### config.mk
export PLATFORM = sky130hd
export DESIGN_NAME = psh_fifo
export DESIGN_NICKNAME = d
export VERILOG_FILES = /design/src/hdl/psh_pkg.sv /design/src/hdl/psh_fifo.sv
export SDC_FILE = /design/constraint.sdc
export NUM_CORES = 1
export LEC_CHECK = 0
export BUFFER_PORTS_ARGS = -buffer_cell sky130_fd_sc_hd__buf_4
export CELL_PAD_IN_SITES_DETAIL_PLACEMENT = 2
export CELL_PAD_IN_SITES_GLOBAL_PLACEMENT = 2
export CORE_MARGIN = 4
export CORE_UTILIZATION = 39
export DETAILED_ROUTE_END_ITERATION = 6
export PLACE_DENSITY = 0.75
export SYNTH_ARGS = -nofsm -noshare
export SYNTH_HDL_FRONTEND = slang
export SYNTH_SLANG_ARGS = --single-unit
### constraint.sdc
create_clock -name clk -period 3.7 [get_ports clk]
set_input_delay 0.185 -clock clk [delete_from_list [all_inputs] [get_ports clk]]
set_output_delay 0.185 -clock clk [all_outputs]
set_load 0.05 [all_outputs]
### src/hdl/psh_pkg.sv
// Shared types and constants of the pair-sum hash matcher.
// Depends on nothing; every other file of the block imports it.
package psh_pkg;

    localparam int DATA_W   = 32;
    // Bucket count; a power of two, so the non-negative modulo is the low bits.
    localparam int BUCKETS  = 256;
    localparam int WAYS     = 4;
    localparam int BUCKET_W = $clog2(BUCKETS);
    localparam int WAY_W    = (WAYS > 1) ? $clog2(WAYS) : 1;
    localparam int FILL_W   = $clog2(WAYS + 1);

    // One classified item as it travels from the front to the back.
    typedef struct packed {
        logic [DATA_W-1:0]   value;
        logic [DATA_W-1:0]   comp;
        logic                comp_ok;
        logic                clear;
        logic [BUCKET_W-1:0] comp_bucket;
        logic [BUCKET_W-1:0] value_bucket;
    } psh_item_t;

    typedef enum logic {
        ST_LOOK,
        ST_DECIDE
    } psh_state_t;

endpackage

### src/hdl/psh_fifo.sv
// Two-entry queue between front and back of the pair-sum hash matcher.
// Depends on psh_pkg for the item type.
module psh_fifo (
    input  logic                clk,
    input  logic                rst_n,
    input  logic                push,
    input  psh_pkg::psh_item_t  push_item,
    output logic                full,
    input  logic                pop,
    output logic                q_valid,
    output psh_pkg::psh_item_t  q_item
);
    import psh_pkg::*;

    psh_item_t  slot_reg [2];
    logic       wr_ptr_reg, wr_ptr_next;
    logic       rd_ptr_reg, rd_ptr_next;
    logic [1:0] count_reg, count_next;

    assign full    = (count_reg == 2'd2);
    assign q_valid = (count_reg != 2'd0);
    assign q_item  = slot_reg[rd_ptr_reg];

    always_comb
    begin
        wr_ptr_next = wr_ptr_reg ^ push;
        rd_ptr_next = rd_ptr_reg ^ pop;
        count_next  = count_reg + {1'b0, push} - {1'b0, pop};
    end

    always_ff @(posedge clk or negedge rst_n)
    begin
        if (!rst_n)
        begin
            wr_ptr_reg <= 1'b0;
            rd_ptr_reg <= 1'b0;
            count_reg  <= 2'd0;
        end
        else
        begin
            wr_ptr_reg <= wr_ptr_next;
            rd_ptr_reg <= rd_ptr_next;
            count_reg  <= count_next;
        end
    end

    always_ff @(posedge clk)
    begin
        if (push)
        begin
            slot_reg[wr_ptr_reg] <= push_item;
        end
    end

endmodule

==> reports/results.tsv <==
metric	value	unit
CTS tree	built	
Top-Level Pins	170	
Yosys reg bits	168	
clock-pin slew of the registers on the worst-case setup and hold paths	70	ps
DRT antenna net count	0	
GPL Wtd Cong	0.678	
Tmin final	2590	ps
Die Ht	137	µm
PortBufs	169	
vias per inst	4.58	
Max Slew Vio Count	0	
initial antenna violation count	0	
Total GRT Usage	0.188	
die area	0.0187	mm²
synth-to-layout area growth	44.9	%
FF-to-FF path depth	3	
Final Hold Vio Count	0	
Ant. Diodes	0	
RSZ-0062 raised after global routing	false	
Synth Net Count	361	
DR DRC count	0	
Final setup viols	0	
leakage power	3.76	nW
drt wl/cell	21.9	µm
Final Skew	7.45	ps
Distinct cells, synth	13	
H-tree levels	4	
layout cells sized above 1	0.528	
crit share post-route	0.700	
Post-Syn Instances	271	
relative slew slack	0.366	
post-placement cell count	653	
Largest register FFs	164	
worst slew pin tran	952	ps
MaxCap Viol Count	0	
sequential element share of the synthesized area	0.776	
setup TNS	0	ps
Netlist Area Pre-Place	0.00648	mm²
run status	finished clean	
clk root buf	clkbuf_16	
placed wire-length estimate	10300	µm
Starting DRT DRC Count	223	
Core Footprint	0.0161	mm²
post-layout util	0.585	
crit-path max FO	50	
vias in the first global route	4115	
peak supply drop	0.000620	V
Cell Rows	46	
Max Root-Sink Buffers	2	
commonest cells after routing, fill and taps aside	174 x buf_4, 164 x edfxtp_1, 84 x dlygate4sd3_1, 70 x mux2_4, 17 x clkbuf_16	
Critical-path top delay cell	dfrtp_4	
WL final	16800	µm
hold path cells	2	
Via Count	3523	
worst setup path category	reg2out	
yosys warns	0	
Critical Path Most Common Cell	buf_4	
Avg Cell Area, Syn	23.9	µm²
NumNets Final	630	
first-pass GRT wire length	25200	µm
die width	137	µm
clk_lat worst skew	430	ps
commonest non-fill, non-tap cell in the layout	buf_4	
Req. time, crit path	3510	ps
largest net degree at the start of global routing	51	
Startpoint Class	flip-flop	
PwrDens	857	mW/mm²
smallest hold slack	54.5	ps
fmax	0.386	GHz
GRT overflow	0	
Largest stage delay, worst path	1020	ps
Arrival @ worst endpoint	2400	ps
Initial Utilization	0.403	
Initial DRT Pass Iterations	4	
Cell Count, Final, Fillers Out	769	
clock sink count	168	
worst hold path type	in2reg	
Num CTS Buffers	17	
CP Capture Type	primary output	
worst path cell trace	buf_4 > mux2_4 > buf_4	
## cell usage after synthesis
cell type    n  share of area
buf_12       7          0.022
buf_2        1        0.00077
buf_6        1         0.0017
dfrtp_1      4          0.015
edfxtp_1   164           0.76
ha_1         4         0.0077
inv_1        4         0.0023
mux2_2      12          0.021
mux2_4      70           0.16
nor2b_1      1        0.00097
or2_2        1        0.00097
xor2_1       1         0.0014
xor3_1       1         0.0037
## critical path, delay by kind of cell (launching register included)
family,cells,cell delay [ps]
muxes,1,330
DFF,1,1020
buffers and inverters,2,550
## final cells by class
| class | count | area [µm²] |
|---|---|---|
| clock buffer | 18 | 429 |
| clock inverter | 14 | 173 |
| fill | 1320 | 6670 |
| inverter | 4 | 15.0 |
| multi-input combinational | 90 | 1310 |
| sequential | 168 | 5030 |
| tap | 216 | 270 |
| timing repair buffer | 259 | 2170 |
## final timing paths
kind / end / slack, ps / startpoint
worst max-delay path: q_item[51] / 1110 / rd_ptr_reg$_DFF_PN0_
worst min-delay path: count_reg[0]$_DFF_PN0_ / 50 / push
max in group asynchronous: rd_ptr_reg$_DFF_PN0_ / 3460 / rst_n
worst max register to register: slot_reg[0][2]$_DFFE_PP_ / 1870 / wr_ptr_reg$_DFF_PN0_
worst min register to register: count_reg[1]$_DFF_PN0_ / 650 / count_reg[1]$_DFF_PN0_
min in group asynchronous: count_reg[0]$_DFF_PN0_ / 100 / rst_n
## repair_timing
action	4_1_cts	5_1_grt
hold buffers	84	0
buffers inserted	0	0
gates resized for setup	0	0
endpoints found under the hold margin	169	0
## kinds of logic after synthesis
group	after synthesis	share of synthesized area
xor+xnor	2	0.00502
buf+inv	13	0.0265
simple gates	2	0.00193
flops	168	0.776
mux	82	0.183
fa+ha+maj	4	0.00773
## layer usage
layer | up-vias | wire (µm) | GRT usage
met5 | - | 0 | 0
met4 | 0 | 149 | 0.0549
met3 | 17 | 1080 | 0.0629
met2 | 123 | 9350 | 0.351
met1 | 1770 | 6240 | 0.202
li1 | 1613 | - | -
## power breakdown
part	leakage (nW)	internal (mW)	total [mW]	switching (mW)
sequential	1.58	2.53	2.79	0.264
combinational	1.90	1.31	3.43	2.12
clock	0.280	1.07	1.82	0.752
total	3.76	4.91	8.04	3.14
## per-stage QoR
step                area (µm²)  total power [mW]  setup slack [ps]
floorplan                 6480              5.36               882
global placement          7950              6.08              1590
detailed placement        7950              6.21              1540
CTS                       9390              8.10              1070
global route              9390              8.38              1010
finish                    9390              8.04              1110
(Power assumes the default switching activity.)
