<file path="src/hdl/psh_pkg.sv">
// Shared types and constants of the pair-sum hash matcher.
// Depends on nothing; every other file of the block imports it.
package psh_pkg;

    localparam int DATA_W   = 32;
    // Bucket count; a power of two, so the non-negative modulo is the low bits.
    localparam int BUCKETS  = 256;
    localparam int WAYS     = 4;
    localparam int BUCKET_W = $clog2(BUCKETS);
    localparam int WAY_W    = (WAYS > 1) ? $clog2(WAYS) : 1;
    localparam int FILL_W   = $clog2(WAYS + 1);

    // One classified item as it travels from the front to the back.
    typedef struct packed {
        logic [DATA_W-1:0]   value;
        logic [DATA_W-1:0]   comp;
        logic                comp_ok;
        logic                clear;
        logic [BUCKET_W-1:0] comp_bucket;
        logic [BUCKET_W-1:0] value_bucket;
    } psh_item_t;

    typedef enum logic {
        ST_LOOK,
        ST_DECIDE
    } psh_state_t;

endpackage

</file>
<file path="src/hdl/psh_front.sv">
// Front end of the pair-sum hash matcher: takes items, forms the complement
// and both bucket indexes. Depends on psh_pkg.
module psh_front (
    input  logic                        in_valid,
    output logic                        in_stall,
    input  logic [psh_pkg::DATA_W-1:0]  item_value,
    input  logic                        clear_first,
    input  logic [psh_pkg::DATA_W-1:0]  target_sum,
    input  logic                        q_full,
    output logic                        q_push,
    output psh_pkg::psh_item_t          q_item
);
    import psh_pkg::*;

    logic signed [DATA_W:0] diff;

    // Exact complement in one extra bit; in range when the top two bits agree.
    assign diff = $signed({target_sum[DATA_W-1], target_sum})
                - $signed({item_value[DATA_W-1], item_value});

    always_comb
    begin
        q_item.value        = item_value;
        q_item.comp         = diff[DATA_W-1:0];
        q_item.comp_ok      = (diff[DATA_W] == diff[DATA_W-1]);
        q_item.clear        = clear_first;
        q_item.comp_bucket  = diff[BUCKET_W-1:0];
        q_item.value_bucket = item_value[BUCKET_W-1:0];
    end

    assign in_stall = q_full;
    assign q_push   = in_valid && !q_full;

endmodule

</file>
<file path="config.mk">
export PLATFORM = sky130hd
export DESIGN_NAME = psh_front
export DESIGN_NICKNAME = d
export VERILOG_FILES = /design/src/hdl/psh_pkg.sv /design/src/hdl/psh_front.sv
export SDC_FILE = /design/constraint.sdc
export NUM_CORES = 1
export LEC_CHECK = 0
export BUFFER_PORTS_ARGS = -buffer_cell sky130_fd_sc_hd__clkbuf_2
export CAP_MARGIN = 10
export CORE_UTILIZATION = 30
export DETAILED_ROUTE_END_ITERATION = 10
export SYNTH_ARGS = -nofsm -noshare
export SYNTH_HDL_FRONTEND = slang
export SYNTH_SLANG_ARGS = --single-unit
</file>
<file path="constraint.sdc">
create_clock -name vclk -period 3.6
set_input_delay 0.72 -clock vclk [all_inputs]
set_output_delay 0.72 -clock vclk [all_outputs]
set_load 0.01 [all_outputs]
</file>
==> Flow_metrics.wiki, run 1 <==
{| class="wikitable"
! Metric !! Value
|-
| Required time of the worst setup path || 2880 ps
|-
| Post-placement worst setup slack || -319.2 ps
|-
| Yosys cell types || 50
|-
| 1st-iter DRT viols || 45
|-
| Fraction of layout instances using a drive strength above 1 || 53.04%
|-
| Post-synthesis instance area || 2165 µm²
|-
| Final net count || 530
|-
| CP max-delay cell || sky130_fd_sc_hd__fa_2
|-
| Antenna violation net count after detailed routing || 0
|-
| Worst hold-check path type || in2out
|-
| DRC viols || 0
|-
| Endpoint arrival time on the critical path || 3000 ps
|-
| Number of global-route vias before repair || 2,158
|-
| Final Non-Filler Cells || 524
|-
| Sequential fraction of the synthesis area || 0%
|-
| I/O pin count || 151
|-
| Final-report max-slew violation count || 0
|-
| Initial antenna violation count || 0
|-
| Maximum single-stage delay on the critical path || 360 ps
|-
| Maximum number of pins on one net before global-route repair || 8
|-
| Cell family with the largest share of critical-path delay || compound AO/OA/AOI/OAI gates
|-
| Area used by sequential logic in the layout || 0 µm²
|-
| FMAX || 268.8 MHz
|-
| Violations in the final reports || negative setup slack
|-
| Per-instance average area after synthesis || 7.239 µm²
|-
| Total number of placement rows || 30
|-
| Total core area || 6869 µm²
|-
| Cell chain of the critical path || buf_8 -> ha_4 -> fa_2 -> nor2b_4 -> o2111a_2 -> o2111ai_2 -> a211oi_2 -> nand2_2 -> a31oi_4 -> a211oi_2 -> o21bai_1 -> xor2_1 -> buf_2
|-
| Count of buffering cells on the critical path with inverters included || 2
|-
| Number of optimization iterations in the first detailed-route pass || 4
|-
| Static Leak || 1.765 nW
|-
| Fin crit share || 103.3%
|-
| GRT overflow || 0
|-
| Detailed Place HPWL || 4965 µm
|-
| Maximum fanout encountered on the critical timing path || 3
|-
| Detailed-route via count || 2,405
|-
| Antenna Diode Count || 0
|-
| Slew @ Worst Pin || 743.0 ps
|-
| Finish-stage setup viols || 5
|-
| Max-slew headroom at the worst pin || 49.19%
|-
| Final min period || 3720 ps
|-
| TNS Setup || -516.0 ps
|-
| Cells after Synth || 299
|-
| Layout area overhead || 44.51%
|-
| Final weighted congestion in routability-driven placement || 0.8555
|-
| Critical Path Most Common Cell || sky130_fd_sc_hd__a211oi_2
|-
| Critical Path Stages || 13
|-
| Total GRT Usage || 14.25%
|-
| Hold slack || 1440 ps
|-
| Seq cells || 0
|-
| Yosys warns || 0
|-
| Max-cap viol count || 0
|-
| Worst path setup slack after routing || -120.3 ps
|-
| Placed cells || 517
|-
| Initial cell density of the core || 31.51%
|-
| Kind of end point of the critical path || output pin
|-
| Detail-routed via count per cell || 4.590
|-
| Launching element of the worst setup path || item_value[0]
|-
| Unrepaired setup endpoints after global routing || true
|-
| Most common library cell in the layout ignoring fill and taps || sky130_fd_sc_hd__clkbuf_2
|-
| Top cell type's share of synthesized area || 18.50%
|-
| Width of the die || 86.94 µm
|-
| Utilization after layout || 45.54%
|-
| Total Routed Length || 5834 µm
|-
| Classification of the worst setup path || in2out
|-
| Number of hold buffers added after cts || 0
|-
| Number of port buffers || 149
|-
| Number of clock-tree buffers in the layout || 0
|-
| Die H || 86.94 µm
|-
| Mean routed wirelength per cell || 11.13 µm
|-
| Largest area contributor in the synthesized netlist || sky130_fd_sc_hd__ha_1
|-
| Power Dens Cells || 209.2 nW/µm²
|-
| Top area cells in the synthesized netlist || sky130_fd_sc_hd__ha_1, sky130_fd_sc_hd__buf_4, sky130_fd_sc_hd__xnor2_1, sky130_fd_sc_hd__inv_1, sky130_fd_sc_hd__a21o_1
|-
| Total die area || 7559 µm²
|-
| Worst ir drop on vdd || 0.07714 mV
|-
| Status || finished, violations left
|-
| Critical path startpoint category || input pin
|-
| Highest-count cells in the layout ignoring fill and taps || sky130_fd_sc_hd__clkbuf_2, sky130_fd_sc_hd__inv_1, sky130_fd_sc_hd__buf_4, sky130_fd_sc_hd__ha_1
|-
| CP endpoint || q_item[44]
|-
| Final hold viol count || 0
|-
| Global-route wire length before repair || 9094 µm
|-
| Net count of the mapped netlist || 399
|}
## synth_stat cells (all sizes together), types with 2 or more instances
cell type,n
a211oi,4
a21o,19
a21oi,20
a31oi,9
and3,4
buf,52
clkbuf,3
ha,32
inv,39
nand2,13
nand2b,4
nand3,5
nand4,3
nor2,12
nor2b,5
nor3,4
o211ai,2
o21a,6
o21ai,16
o21bai,4
or2,2
xnor2,18
xor2,10
## cells by family after synthesis
group	after synthesis	synth area share, %
buffers and inverters	94	25.38
AO/OA/AOI/OAI	90	30.92
AND/OR/NAND/NOR	54	12.95
adder cells (fa/ha/maj)	33	19.42
XOR/XNOR	28	11.33
## where the power goes
part	total, W	internal [W]	switching [W]
registers	0	0	0
logic	0.000654	0.000315	0.000340
clock network	0	0	0
total	0.000654	0.000315	0.000340
## how the worst min path moves through the flow
stage / from / to / slack, ps / cells after the start
2_1_floorplan: q_full / q_push / 1490 / 1
3_3_place_gp: clear_first / q_item[16] / 1440 / 0
3_5_place_dp: clear_first / q_item[16] / 1440 / 0
4_1_cts: clear_first / q_item[16] / 1440 / 0
5_1_grt: clear_first / q_item[16] / 1440 / 0
6_report: clear_first / q_item[16] / 1440 / 0
## metal layers
metal  part of all wire [%]  track usage, %  vias to the layer above
met2                     48           26.34                       85
met3                    5.3          0.5687                        0
met1                     47           19.22                     1066
li1                       -               -                     1254
met5                      0               0                        -
met4                      0          0.3030                        0
## what timing repair did
item / in CTS / in global routing
buffers inserted: 4 / 4
endpoints found under the setup margin: 12 / 17
pin swaps: 9 / 20
gates resized for setup: 10 / 41
## metrics by stage
stage	power [W]	instance area, µm²
global route	0.0007173	3128
floorplan	0.0004094	2172
global placement	0.0005953	2845
finish	0.0006544	3128
detailed placement	0.0005977	2845
CTS	0.0006180	2938
## area by class of cell
type,instances,area (µm²)
timing repair buffer,184,1045
inverter,39,146.4
fill,702,3741
tap,96,120.1
multi-input combinational,205,1817
Power figures use the tool's default switching activity.
==> run 2, diff against run 1 <==
--- a/config.mk
+++ b/config.mk
@@ -5,6 +5,7 @@
 export SDC_FILE = /design/constraint.sdc
 export NUM_CORES = 1
 export LEC_CHECK = 0
+export ABC_AREA = 1
 export BUFFER_PORTS_ARGS = -buffer_cell sky130_fd_sc_hd__clkbuf_2
 export CAP_MARGIN = 10
 export CORE_UTILIZATION = 30
==> run 2 against run 1 <==
Effect of this change: first-iteration DRC count is 120% higher; sequential share of layout area stayed put; die area is 23% higher; setup slack better by 350 ps; the run now ends clean; cell count is 33% higher; critical path depth is 5 higher; fmax is 10% higher; via count is 30% higher.
==> Flow_metrics.wiki, run 2 <==
{| class="wikitable"
! Metric !! Value
|-
| Status || completed
|-
| Cell chain of the critical path || clkbuf_2 -> ha_1 -> fa_1 -> inv_1 -> nand2_1 -> nand2_1 -> nand3_1 -> nand2_2 -> nand2_2 -> nand2_2 -> nand2_1 -> nand2_1 -> nand2_1 -> nand2_1 -> inv_1 -> nand2_1 -> nand2_1 -> clkbuf_2
|-
| Fin crit share || 93.63% (-9.7 points)
|-
| Total Routed Length || 7346 µm (+26%)
|-
| Switching portion of total power || 60.84% (+8.9 points)
|-
| Detailed-route via count || 3,137 (+30%)
|-
| Largest area contributor in the synthesized netlist || sky130_fd_sc_hd__nand2_1
|-
| Cells after Synth || 490 (+64%)
|-
| Number of clock-tree buffers in the layout || 0 (unchanged)
|-
| Global-route wire length before repair || 11,610 µm (+28%)
|-
| Top cell type's share of synthesized area || 19.24% (+0.74 points)
|-
| Highest-count cells in the layout ignoring fill and taps || sky130_fd_sc_hd__clkbuf_2, sky130_fd_sc_hd__nand2_1, sky130_fd_sc_hd__inv_1, sky130_fd_sc_hd__nor2_1, sky130_fd_sc_hd__ha_1
|-
| Net count of the mapped netlist || 590 (+48%)
|-
| Required time of the worst setup path || 2880 ps (about the same)
|-
| Most common cell in the synthesized netlist || sky130_fd_sc_hd__nand2_1
|-
| Layout area overhead || 18.91%
|-
| Die H || 96.39 µm (+11%)
|-
| Total GRT Usage || 15.34% (+1.1 points)
|-
| 1st-iter DRT viols || 97 (+120%)
|-
| Hold slack || 1440 ps (+0.02000 ps)
|-
| Per-instance average area after synthesis || 5.454 µm² (-25%)
|-
| Top area cells in the synthesized netlist || sky130_fd_sc_hd__nand2_1, sky130_fd_sc_hd__ha_1, sky130_fd_sc_hd__buf_4, sky130_fd_sc_hd__inv_1, sky130_fd_sc_hd__nor2_1
|-
| Unrepaired setup endpoints after global routing || false
|-
| Static Leak || 2.050 nW (+16%)
|-
| Worst ir drop on vdd || 0.07470 mV (-3.2%)
|-
| Most common library cell in the layout ignoring fill and taps || sky130_fd_sc_hd__clkbuf_2
|-
| Max-cap viol count || 0 (unchanged)
|-
| Final hold viol count || 0 (unchanged)
|-
| Final-report max-slew violation count || 0 (unchanged)
|-
| Max-slew headroom at the worst pin || 80.32% (+31 points)
|-
| Antenna Diode Count || 0 (unchanged)
|-
| Final min period || 3371 ps (-349.7 ps)
|-
| TNS Setup || 0 ps (+516.0 ps)
|-
| Critical path startpoint category || input pin
|-
| Kind of end point of the critical path || output pin
|-
| Post-cts resize count || 0 (-10)
|-
| GRT overflow || 0 (unchanged)
|-
| Maximum number of pins on one net before global-route repair || 7 (-1)
|-
| Classification of the worst setup path || in2out
|-
| Detail-routed via count per cell || 4.501 (-1.9%)
|-
| Proportion of power drawn by combinational gates || 100.0% (about the same)
|-
| Critical Path Most Common Cell || sky130_fd_sc_hd__nand2_1
|-
| Worst hold-check path type || in2out
|-
| Fraction of layout instances using a drive strength above 1 || 30.56% (-22 points)
|-
| Area used by sequential logic in the layout || 0 µm² (unchanged)
|-
| Number of optimization iterations in the first detailed-route pass || 4 (unchanged)
|-
| Endpoint arrival time on the critical path || 2650 ps (-350 ps)
|-
| Commonest cells in the synthesized netlist || sky130_fd_sc_hd__nand2_1, sky130_fd_sc_hd__inv_1, sky130_fd_sc_hd__buf_4
|-
| DRC viols || 0 (unchanged)
|-
| Sw power || 0.0003784 W (+11%)
|-
| Initial cell density of the core || 30.80% (-0.72 points)
|-
| Number of port buffers || 149 (unchanged)
|-
| CP max-delay cell || sky130_fd_sc_hd__fa_1
|-
| Power Dens Cells || 195.7 nW/µm² (-6.5%)
|-
| Mean routed wirelength per cell || 10.54 µm (-5.3%)
|-
| Final net count || 691 (+30%)
|-
| Post-CTS setup buffers || 0 (-4)
|-
| FMAX || 296.7 MHz (+10%)
|-
| Post-synthesis instance area || 2673 µm² (+23%)
|-
| Width of the die || 96.39 µm (+11%)
|-
| Sequential power share || 0% (unchanged)
|-
| Slew @ Worst Pin || 292.9 ps (-450.0 ps)
|-
| Total core area || 8678 µm² (+26%)
|-
| I/O pin count || 151 (unchanged)
|-
| Total number of placement rows || 34 (+13%)
|-
| Power Internal || 0.0002435 W (-23%)
|-
| Yosys cell types || 26 (-48%)
|-
| Number of global-route vias before repair || 2,805 (+30%)
|-
| Finish-stage setup viols || 0 (-5)
|-
| Seq cells || 0 (unchanged)
|-
| Sequential fraction of the synthesis area || 0% (unchanged)
|-
| Clock network power share || 0% (unchanged)
|-
| Maximum fanout encountered on the critical timing path || 3 (unchanged)
|-
| Antenna violation net count after detailed routing || 0 (unchanged)
|-
| Total die area || 9290 µm² (+23%)
|-
| Maximum single-stage delay on the critical path || 450 ps (+90 ps)
|-
| Yosys warns || 0 (unchanged)
|-
| Final weighted congestion in routability-driven placement || 0.8382 (-2.0%)
|-
| Initial antenna violation count || 0 (unchanged)
|-
| Detailed Place HPWL || 6761 µm (+36%)
|-
| Number of hold buffers added after cts || 0 (unchanged)
|}
run 2: cell types whose count changed after synthesis, moves of 6 or more:
cell and delta:
sky130_fd_sc_hd__xnor2_1 -11, sky130_fd_sc_hd__a31oi_1 -6, sky130_fd_sc_hd__a21oi_1 +12, sky130_fd_sc_hd__a21o_1 -15, sky130_fd_sc_hd__o21ai_0 -7, sky130_fd_sc_hd__inv_1 +54
sky130_fd_sc_hd__xor2_1 +6, sky130_fd_sc_hd__nand2_1 +125, sky130_fd_sc_hd__nor2_1 +35, sky130_fd_sc_hd__nand3_1 +13, sky130_fd_sc_hd__nand2_2 +12
run 2: final timing paths:
| path | start | to | slack [ps] | cells after the start |
|---|---|---|---|---|
| worst min-delay path | clear_first | q_item[16] | 1440 | 0 |
| worst max-delay path | item_value[0] | q_item[17] | 230 | 18 |
run 2: cells by family after synthesis:
group / after synthesis / share of synthesized area, %
xor+xnor: 23 / 7.537
simple gates: 229 / 35.82
compound gates: 58 / 13.25
buf+inv: 147 / 27.67
fa+ha+maj: 33 / 15.73
run 2: layout make-up:
cell class,instances,area (µm²)
fillers,1021,5500
inverters,97,364.1
multi-input cells,343,1933
well taps,108,135.1
repair buffers,149,745.7
run 2: metrics by stage:
step,setup WS (ps),power [W],utilization (%),cells,area (µm²)
final,229.5,0.0006219,36.62,697,3178
after global routing,36.48,0.0006977,36.62,697,3178
after CTS,258.9,0.0006293,36.62,697,3178
after detailed placement,260.2,0.0006263,36.62,697,3178
after global placement,341.8,0.0006222,36.62,697,3178
after floorplan,681.4,0.0004468,-,490,2673
run 2: worst max-delay path: cells and delay by family:
kind	cells	cell delay [ps]
buffers and inverters	4	370
adders and majority gates	2	670
and+or+nand+nor	12	900
run 2: layer usage:
metal  part of all wire [%]  track usage, %  up-vias  wire [µm]
met2                     47           29.08      105       3472
li1                       -               -     1669          -
met1                     45           19.62     1359       3339
met3                    6.5           1.017        4        480
met4                   0.72           1.225        0         53
met5                      0               0        -          0
run 2: power groups by stage:
stage | Clock, W | Combinational, W | Sequential (W)
after floorplan | 0 | 0.000447 | 0
after global placement | 0 | 0.000622 | 0
after detailed placement | 0 | 0.000626 | 0
after global routing | 0 | 0.000698 | 0
final | 0 | 0.000622 | 0
after CTS | 0 | 0.000629 | 0
